## config.mk

```make
export PLATFORM = sky130hd
export DESIGN_NAME = add_sub_expression_evaluator_top
export DESIGN_NICKNAME = d
export VERILOG_FILES = /design/src/rtl/core/ases_pkg.sv /design/src/rtl/core/ases_front.sv /design/src/rtl/core/ases_queue.sv /design/src/rtl/core/ases_back.sv /design/src/rtl/core/add_sub_expression_evaluator_top.sv
export SDC_FILE = /design/constraint.sdc
export NUM_CORES = 1
export LEC_CHECK = 0
export ABC_CLOCK_PERIOD_IN_PS = 6200
export BUFFER_PORTS_ARGS = -buffer_cell sky130_fd_sc_hd__buf_2
export CAP_MARGIN = 15
export CORE_ASPECT_RATIO = 1.25
export CORE_MARGIN = 4
export CORE_UTILIZATION = 45
export CTS_BUF_LIST = sky130_fd_sc_hd__clkbuf_16
export DETAILED_ROUTE_END_ITERATION = 8
export SKIP_CTS_REPAIR_TIMING = 1
export SYNTH_ARGS = -nofsm -noshare
export SYNTH_HDL_FRONTEND = slang
export SYNTH_HIERARCHICAL = 1
export SYNTH_SLANG_ARGS = --single-unit
```

## constraint.sdc

```tcl
create_clock -name clk -period 6.2 [get_ports clk]
set_input_delay 0.62 -clock clk [delete_from_list [all_inputs] [get_ports clk]]
set_output_delay 0.62 -clock clk [all_outputs]
set_load 0.05 [all_outputs]
```

## src/rtl/core/ases_pkg.sv

```systemverilog
// ----------------------------------------------------------------------------
// ases_pkg
// Shared types and constants of the add/subtract expression evaluator.
// ----------------------------------------------------------------------------
package ases_pkg;

  // width of the internal arithmetic, results wrap modulo 2^VALUE_WIDTH
  localparam int VALUE_WIDTH = 32;

  // depth of the token queue between front and back, a power of two
  localparam int QUEUE_DEPTH = 4;
  localparam int QUEUE_AW    = $clog2(QUEUE_DEPTH);

  localparam logic [7:0] CH_ZERO  = 8'h30;
  localparam logic [7:0] CH_NINE  = 8'h39;
  localparam logic [7:0] CH_PLUS  = 8'h2b;
  localparam logic [7:0] CH_MINUS = 8'h2d;

  localparam logic [3:0] TEN = 4'd10;

  typedef struct packed {
    logic [7:0] ch;
    logic       last;
  } ases_in_t;

  typedef struct packed {
    logic signed [31:0] value;
    logic               ok;
  } ases_out_t;

  typedef enum logic [1:0] {
    TK_OTHER,
    TK_DIGIT,
    TK_PLUS,
    TK_MINUS
  } tok_kind_t;

  typedef struct packed {
    tok_kind_t  kind;
    logic [3:0] digit;
    logic       last;
  } token_t;

  // valid/ready pair between two stages
  typedef struct packed {
    logic valid;
    logic ready;
  } hs_t;

endpackage

```

## src/rtl/core/ases_front.sv

```systemverilog
// ----------------------------------------------------------------------------
// ases_front
// Accepts input bytes and classifies each into a token (digit, plus, minus,
// other) held in a one-entry output register.
// ----------------------------------------------------------------------------
module ases_front (
  input  logic              clk,
  input  logic              rst_n,
  input  logic              in_valid,
  output logic              in_ready,
  input  ases_pkg::ases_in_t in_data,
  output ases_pkg::token_t  tok_data,
  output logic              tok_valid,
  input  logic              tok_ready
);
  import ases_pkg::*;

  logic   valid_r;
  logic   valid_nxt;
  token_t tok_r;
  token_t tok_nxt;

  always_comb begin
    tok_nxt.last  = in_data.last;
    tok_nxt.digit = 4'(in_data.ch - CH_ZERO);
    if ((in_data.ch >= CH_ZERO) && (in_data.ch <= CH_NINE)) begin
      tok_nxt.kind = TK_DIGIT;
    end else if (in_data.ch == CH_PLUS) begin
      tok_nxt.kind = TK_PLUS;
    end else if (in_data.ch == CH_MINUS) begin
      tok_nxt.kind = TK_MINUS;
    end else begin
      tok_nxt.kind = TK_OTHER;
    end
  end

  assign in_ready  = !valid_r || tok_ready;
  assign valid_nxt = (in_valid && in_ready) || (valid_r && !tok_ready);

  always_ff @(posedge clk) begin
    if (!rst_n) begin
      valid_r <= 1'b0;
    end else begin
      valid_r <= valid_nxt;
    end
    if (in_valid && in_ready) begin
      tok_r <= tok_nxt;
    end
  end

  assign tok_valid = valid_r;
  assign tok_data  = tok_r;

endmodule

```

## src/rtl/core/ases_queue.sv

```systemverilog
// ----------------------------------------------------------------------------
// ases_queue
// Small register queue of tokens that decouples the front from the back.
// ----------------------------------------------------------------------------
module ases_queue (
  input  logic             clk,
  input  logic             rst_n,
  input  ases_pkg::token_t wr_data,
  input  logic             wr_valid,
  output logic             wr_ready,
  output ases_pkg::token_t rd_data,
  output ases_pkg::hs_t    rd_hs_o,
  input  logic             rd_ready
);
  import ases_pkg::*;

  token_t              mem_r [QUEUE_DEPTH];
  logic [QUEUE_AW:0]   wr_ptr_r;
  logic [QUEUE_AW:0]   wr_ptr_nxt;
  logic [QUEUE_AW:0]   rd_ptr_r;
  logic [QUEUE_AW:0]   rd_ptr_nxt;
  logic                full;
  logic                empty;
  logic                do_wr;
  logic                do_rd;

  assign empty = (wr_ptr_r == rd_ptr_r);
  assign full  = (wr_ptr_r[QUEUE_AW] != rd_ptr_r[QUEUE_AW]) &&
                 (wr_ptr_r[QUEUE_AW-1:0] == rd_ptr_r[QUEUE_AW-1:0]);

  assign wr_ready = !full;
  assign do_wr    = wr_valid && !full;
  assign do_rd    = rd_ready && !empty;

  assign wr_ptr_nxt = wr_ptr_r + (QUEUE_AW+1)'(do_wr);
  assign rd_ptr_nxt = rd_ptr_r + (QUEUE_AW+1)'(do_rd);

  always_ff @(posedge clk) begin
    if (!rst_n) begin
      wr_ptr_r <= '0;
      rd_ptr_r <= '0;
    end else begin
      wr_ptr_r <= wr_ptr_nxt;
      rd_ptr_r <= rd_ptr_nxt;
    end
    if (do_wr) begin
      mem_r[wr_ptr_r[QUEUE_AW-1:0]] <= wr_data;
    end
  end

  assign rd_data       = mem_r[rd_ptr_r[QUEUE_AW-1:0]];
  assign rd_hs_o.valid = !empty;
  assign rd_hs_o.ready = rd_ready;

endmodule

```

## src/rtl/core/ases_back.sv

```systemverilog
// ----------------------------------------------------------------------------
// ases_back
// Evaluates the token stream: builds numbers, keeps the running sum and the
// parse state, and registers one result per expression.
// ----------------------------------------------------------------------------
module ases_back (
  input  logic                clk,
  input  logic                rst_n,
  input  ases_pkg::token_t    tok_data,
  input  ases_pkg::hs_t       tok_hs,
  output logic                tok_ready,
  output logic                out_valid,
  input  logic                out_ready,
  output ases_pkg::ases_out_t out_data
);
  import ases_pkg::*;

  logic [VALUE_WIDTH-1:0] sum_r, sum_nxt;
  logic [VALUE_WIDTH-1:0] cur_r, cur_nxt;
  logic                   ind_r, ind_nxt;
  logic                   aft_r, aft_nxt;
  logic                   pm_r, pm_nxt;
  logic                   err_r, err_nxt;
  logic                   out_valid_r, out_valid_nxt;
  ases_out_t              out_r, out_nxt;

  logic [VALUE_WIDTH-1:0] cur_dig;
  logic [VALUE_WIDTH-1:0] sum_s;
  logic [VALUE_WIDTH-1:0] cur_s;
  logic                   ind_s, aft_s, pm_s, err_s;
  logic [VALUE_WIDTH-1:0] sum_fin;
  logic                   ok;
  logic                   take;

  // a non-final token never produces a result, so only a final one waits
  assign tok_ready = !tok_data.last || !out_valid_r || out_ready;
  assign take      = tok_hs.valid && tok_ready;

  // times ten as shift and add
  assign cur_dig = (cur_r << 3) + (cur_r << 1) + VALUE_WIDTH'(tok_data.digit);

  always_comb begin
    sum_s = sum_r;
    cur_s = cur_r;
    ind_s = ind_r;
    aft_s = aft_r;
    pm_s  = pm_r;
    err_s = err_r;
    if (tok_data.kind == TK_DIGIT) begin
      if (!ind_r) begin
        if (aft_r) begin
          err_s = 1'b1;
        end
        ind_s = 1'b1;
        cur_s = VALUE_WIDTH'(tok_data.digit);
      end else begin
        cur_s = cur_dig;
      end
    end else begin
      if (ind_r) begin
        sum_s = pm_r ? (sum_r - cur_r) : (sum_r + cur_r);
        cur_s = '0;
        ind_s = 1'b0;
        aft_s = 1'b1;
      end
      if ((tok_data.kind == TK_PLUS) || (tok_data.kind == TK_MINUS)) begin
        if (!aft_s) begin
          err_s = 1'b1;
        end
        pm_s  = (tok_data.kind == TK_MINUS);
        aft_s = 1'b0;
      end
    end
  end

  // number still open at the final byte is finished here
  always_comb begin
    sum_fin = sum_s;
    if (ind_s) begin
      sum_fin = pm_s ? (sum_s - cur_s) : (sum_s + cur_s);
    end
    ok = !err_s && (aft_s || ind_s);
    out_nxt.ok    = ok;
    out_nxt.value = ok ? 32'(signed'(sum_fin)) : '0;
  end

  always_comb begin
    sum_nxt       = sum_r;
    cur_nxt       = cur_r;
    ind_nxt       = ind_r;
    aft_nxt       = aft_r;
    pm_nxt        = pm_r;
    err_nxt       = err_r;
    out_valid_nxt = out_valid_r && !out_ready;
    if (take) begin
      if (tok_data.last) begin
        sum_nxt       = '0;
        cur_nxt       = '0;
        ind_nxt       = 1'b0;
        aft_nxt       = 1'b0;
        pm_nxt        = 1'b0;
        err_nxt       = 1'b0;
        out_valid_nxt = 1'b1;
      end else begin
        sum_nxt = sum_s;
        cur_nxt = cur_s;
        ind_nxt = ind_s;
        aft_nxt = aft_s;
        pm_nxt  = pm_s;
        err_nxt = err_s;
      end
    end
  end

  always_ff @(posedge clk) begin
    if (!rst_n) begin
      sum_r       <= '0;
      cur_r       <= '0;
      ind_r       <= 1'b0;
      aft_r       <= 1'b0;
      pm_r        <= 1'b0;
      err_r       <= 1'b0;
      out_valid_r <= 1'b0;
    end else begin
      sum_r       <= sum_nxt;
      cur_r       <= cur_nxt;
      ind_r       <= ind_nxt;
      aft_r       <= aft_nxt;
      pm_r        <= pm_nxt;
      err_r       <= err_nxt;
      out_valid_r <= out_valid_nxt;
    end
    if (take && tok_data.last) begin
      out_r <= out_nxt;
    end
  end

  assign out_valid = out_valid_r;
  assign out_data  = out_r;

endmodule

```

## src/rtl/core/add_sub_expression_evaluator_top.sv

```systemverilog
// ----------------------------------------------------------------------------
// add_sub_expression_evaluator_top
// Streaming evaluator of '+'/'-' expressions over unsigned decimal numbers.
// ----------------------------------------------------------------------------
// The block takes one ASCII byte per cycle unless a waiting result backs up the queue:
// a front stage classifies each byte, a small token queue follows, and the
// back stage does one times-ten-and-add per byte plus the running sum update.
// A byte reaches the back via the front token register and the queue. On the
// byte marked last one transaction comes out with the 32-bit wrapped sum and
// ok; ok is 0 (and value 0) for empty input, a leading, doubled or trailing
// operator, or two numbers in a row. Bytes other than digits and operators
// are skipped but end a number. While a result waits on out_ready, bytes of
// the next expression keep flowing until the queue fills or a next last
// byte reaches the back.
module add_sub_expression_evaluator_top (
  input  logic                clk,
  input  logic                rst_n,
  input  logic                in_valid,
  output logic                in_ready,
  input  ases_pkg::ases_in_t  in_data,
  output logic                out_valid,
  input  logic                out_ready,
  output ases_pkg::ases_out_t out_data
);
  import ases_pkg::*;

  token_t f_tok;
  logic   f_valid;
  logic   f_ready;
  token_t q_tok;
  hs_t    q_hs;
  logic   b_ready;

  ases_front u_front (
    .clk      (clk),
    .rst_n    (rst_n),
    .in_valid (in_valid),
    .in_ready (in_ready),
    .in_data  (in_data),
    .tok_data (f_tok),
    .tok_valid(f_valid),
    .tok_ready(f_ready)
  );

  ases_queue u_queue (
    .clk     (clk),
    .rst_n   (rst_n),
    .wr_data (f_tok),
    .wr_valid(f_valid),
    .wr_ready(f_ready),
    .rd_data (q_tok),
    .rd_hs_o (q_hs),
    .rd_ready(b_ready)
  );

  ases_back u_back (
    .clk      (clk),
    .rst_n    (rst_n),
    .tok_data (q_tok),
    .tok_hs   (q_hs),
    .tok_ready(b_ready),
    .out_valid(out_valid),
    .out_ready(out_ready),
    .out_data (out_data)
  );

endmodule

```

# Word-level counts from Yosys, hierarchy flattened
# Memory sizes are Yosys's and may differ from the RTL's. A register that Yosys moved wholly into a read port is not among the register bits.
# Cells that the tools add are included.
# W data, S select, Z words.
[word_totals]
register_bits = 116
latch_bits = 0
mem_bits_rw = 28
romBits = 0
out_inout_bits = 35
elab_cells = 90
mem_count = 1
[memory_table]
columns = ["memory", "words", "word_bits", "read_ports", "rd_clocked_by_memory_dff", "write_ports", "line", "text"]
rows = [
  ["u_queue.mem_r", 4, 7, 1, 1, 1, "ases_queue.sv:17", "token_t mem_r [QUEUE_DEPTH];"],
]
[op_classes]
addsub = 9
n_mul = 0
div_mod_pow = 0
n_lt_le_gt_ge = 2
eq_ne = 8
shift = 0
muxes = 33
n_bitwise = 0
n_reduce_logical = 22
[op_table]
columns = ["cell", "n"]
rows = [
  ["$mux W32", 10],
  ["$add A32 B32 Y32", 3],
  ["$sub A32 B32 Y32", 2],
  ["$add A32 B4 Y32", 1],
  ["$mux W1", 20],
  ["$eq A8 B6 Y1 const B", 2],
  ["$logic_and A1 B1 Y1", 9],
  ["$ge A8 B6 Y1 const B", 1],
  ["$le A8 B6 Y1 const B", 1],
  ["$logic_not A1 Y1", 7],
  ["$add A3 B1 Y3", 2],
  ["$logic_or A1 B1 Y1", 6],
  ["$mux W2", 3],
  ["$eq A2 B2 Y1 const B", 2],
  ["$sub A4 B1 Y4 const B", 1],
  ["$eq A3 B3 Y1", 1],
  ["$eq A2 B1 Y1 const B", 1],
  ["$eq A2 B2 Y1", 1],
  ["$ne A1 B1 Y1", 1],
]

# Depth between registers and ports, before layout
[logic_depth]
word_depth = 7
ltp_mapped = 30
depth_no_buf = 29

# By module
# Netlist, hierarchy kept.
[by_module_without_submodules]
columns = ["module", "n_inst", "cells_each", "area_per_inst_um2"]
rows = [
  ["ases_back", 1, 1547, 11642.4],
  ["ases_queue", 1, 73, 1410.1],
  ["ases_front", 1, 21, 311.5],
]

# Worst setup path before layout
# OpenSTA, ideal clock, no wires.
[synth_timing]
path_kind = "register to register"
start = "register, netlist name u_queue/rd_ptr_r[0]"
end = "register u_back.out_r, in the netlist u_back/out_data[32], data pin"
setup_time_ns = 0.277
t_arrival_ns = 6.459
required_time_ns = 5.923
setup_slack_ns = -0.536
path_stages_with_launch = 28
path_cell_list = "dfxtp_1 buf_6 mux4_1 ha_1 ha_1 fa_1 a211o_1 a21o_1 a21oi_1 xor2_1 o21ai_0 a2111o_1 or2_0 nor3_1 a21oi_1 xor2_1 ha_1 a21o_1 a21o_1 a21oi_1 o21ai_0 a311oi_2 o31ai_1 a311o_1 or3_1 a21oi_1 o21ai_1 nor3b_2"
[synth_rtl]
columns = ["item", "line", "text"]
rows = [
  ["end signal: assignment", "ases_back.sv:134", "out_r <= out_nxt;"],
  ["end: declaration", "ases_back.sv:25", "ases_out_t out_r, out_nxt;"],
]

==> results.py <==
metrics = {
    "run_status": {
        "outcome": "complete, but fails checks",
        "failed_checks": "negative setup slack",
    },
    "cells_and_area": {
        "drive_gt1_frac": 0.217,
        "layout.cells.non_filler": 2272,
        "design_area_mm2": 0.0164,
        "final_common_cell": "buf_4",
        "final_cell_mix": "234 x buf_4, 174 x nor2_1, 155 x nand2_1",
        "fin_util": 0.562,
        "area_growth_pct": 23.1,
        "finalNetCount": 2008,
    },
    "cts": {
        "cts_sinks": 144,
        "h-tree-depth": 4,
        "clk_pin_slew_ns": 0.07,
        "cts-root-buf": "clkbuf_16",
        "cts_tree": "done",
        "clk_latency_ns": 0.44,
        "cts_made_buffers": 17,
        "clockBufferDepth": 2,
    },
    "sta": {
        "skew_ns": 0.0156,
        "setup_ws_ns": -0.283,
        "tightest_slew_ns": 0.997,
        "hold_ws_ns": 0.353,
        "hold_viol": 0,
        "slew_headroom": 0.333,
        "finalSetupViolations": 2,
        "clock.fmax_ghz": 0.154,
        "setup_tns_ns": -0.285,
        "min_period_ns": 6.48,
        "fin_crit_sh": 1.05,
        "slew_violations": 0,
        "rsz0062_at_grt": "true",
    },
    "placed_design": {
        "pre_cts_slack_ns": -0.387,
        "dp_hpwl_um": 30600,
        "port_buffers": 47,
        "dp_cells": 2221,
        "gp_congestion": 0.940,
        "placed_cell_area_mm2": 0.0155,
    },
    "detailed_routing": {
        "wirelength_um": 40600,
        "wl_met1_um": 18300,
        "dr.first_iter.drc_count": 796,
        "firstDrtPassIters": 6,
        "wl_met3_um": 2150,
        "vias": 13100,
        "wl_per_cell_um": 17.9,
        "ant_nets": 0,
        "wl_met2_um": 19400,
        "highest_layer": "met4",
        "drcViolationCount": 0,
        "via_per_inst": 5.76,
    },
    "floorplan": {
        "io_pins": 48,
        "die-area_mm2": 0.0325,
        "fp.dieW_um": 162,
        "initial_core_util": 0.457,
        "dieHeight_um": 201,
        "coreArea_mm2": 0.0293,
        "rows": 70,
    },
    "global_route": {
        "grt_usage": 0.244,
        "antenna_found_initial": 0,
        "first_global_vias": 12400,
        "overflow": 0,
        "grt_pass1_wl_um": 64300,
        "grt_max_degree": 61,
    },
    "critical_path": {
        "crit_type": "reg2reg",
        "cp-end-kind": "register",
        "worst_path_largest_cell_delay_ns": 0.55,
        "critPathArrivalTime_ns": 6.66,
        "crit_slowest_cell": "mux4_2",
        "startpoint_type": "register",
        "cp.required_ns": 6.38,
        "critPathMaxFanout": 5,
    },
    "synthesis": {
        "syn_area_per_cell_um2": 8.14,
        "synth_area_mm2": 0.0134,
        "syn_inst": 1640,
        "syn_nets": 1786,
        "yosys_warnings": 6,
    },
    "min_path": {
        "hold_path.class": "in2reg",
    },
    "pwr": {
        "power_mw": 8.24,
        "p_seq_frac": 0.144,
        "p_int_mw": 4.32,
        "powerDensity_mw_per_mm2": 501,
        "vdd_drop_max_v": 0.000220,
        "combPwrFrac": 0.732,
        "p_clk_frac": 0.124,
        "switching_power_mw": 3.92,
        "swShare": 0.476,
        "power_leakage_nw": 7.12,
    },
    "flow_run": {
        "maxCapViolations": 0,
    },
}
-- power by group through the flow --
stage               logic (mW)  clock network [mW]  registers (mW)
floorplan                 3.43                   0            1.46
global placement          5.61                   0            1.20
detailed placement        5.68                   0            1.21
CTS                       5.70                1.05            1.19
global route              6.57                1.09            1.20
finish                    6.03                1.02            1.19
-- critical path: cells and delay by family (launching register included) --
| kind | cells | cell delay (ns) |
|---|---|---|
| AO/OA/AOI/OAI | 15 | 2.84 |
| XOR/XNOR | 2 | 0.36 |
| adder cells (fa/ha/maj) | 4 | 1.04 |
| buffers and inverters | 1 | 0.14 |
| flip-flops | 1 | 0.39 |
| multiplexers | 1 | 0.55 |
| AND/OR/NAND/NOR | 4 | 0.89 |
-- final cells by class --
type	instances	area [um2]
repair buffers	284	2030
diodes	1	2.50
inverters	56	210
fillers	2784	12800
well taps	396	495
clock buffers	17	425
multi-input cells	1359	9560
clock inverters	15	141
flip-flops and latches	144	3570
-- worst paths after layout --
path	end	depth (start not counted)	slack (ns)	start
worst min-delay path	u_front/tok_data[0]$_DFFE_PP_	1	0.35	in_data[0]
worst max register to register	u_back/out_data[32]$_SDFFCE_PN0P_	27	-0.28	u_queue/rd_ptr_r[0]$_SDFF_PN0_
worst max-delay path	u_back/out_data[32]$_SDFFCE_PN0P_	27	-0.28	u_queue/rd_ptr_r[0]$_SDFF_PN0_
worst min register to register	u_queue/mem_r[0][1]$_DFFE_PP_	0	0.50	u_front/tok_data[1]$_DFFE_PP_
-- per-layer routing --
layer	vias up	GRT usage
li1	6489	-
met1	6186	0.332
met2	369	0.412
met3	53	0.0273
met4	0	0.0629
met5	-	0
-- registers in the layout, indices dropped and copies added (netlist names) --
name               flops
u_front/tok_data       7
u_back/ind_r           1
u_back/cur_r          32
u_queue/rd_ptr_r       3
u_back/pm_r            1
u_back/aft_r           1
u_back/out_data       33
u_back/sum_r          32
u_back/out_valid       1
u_queue/wr_ptr_r       3
u_back/err_r           1
u_queue/mem_r         28
u_front/tok_valid      1
Power figures use the tool's default switching activity.
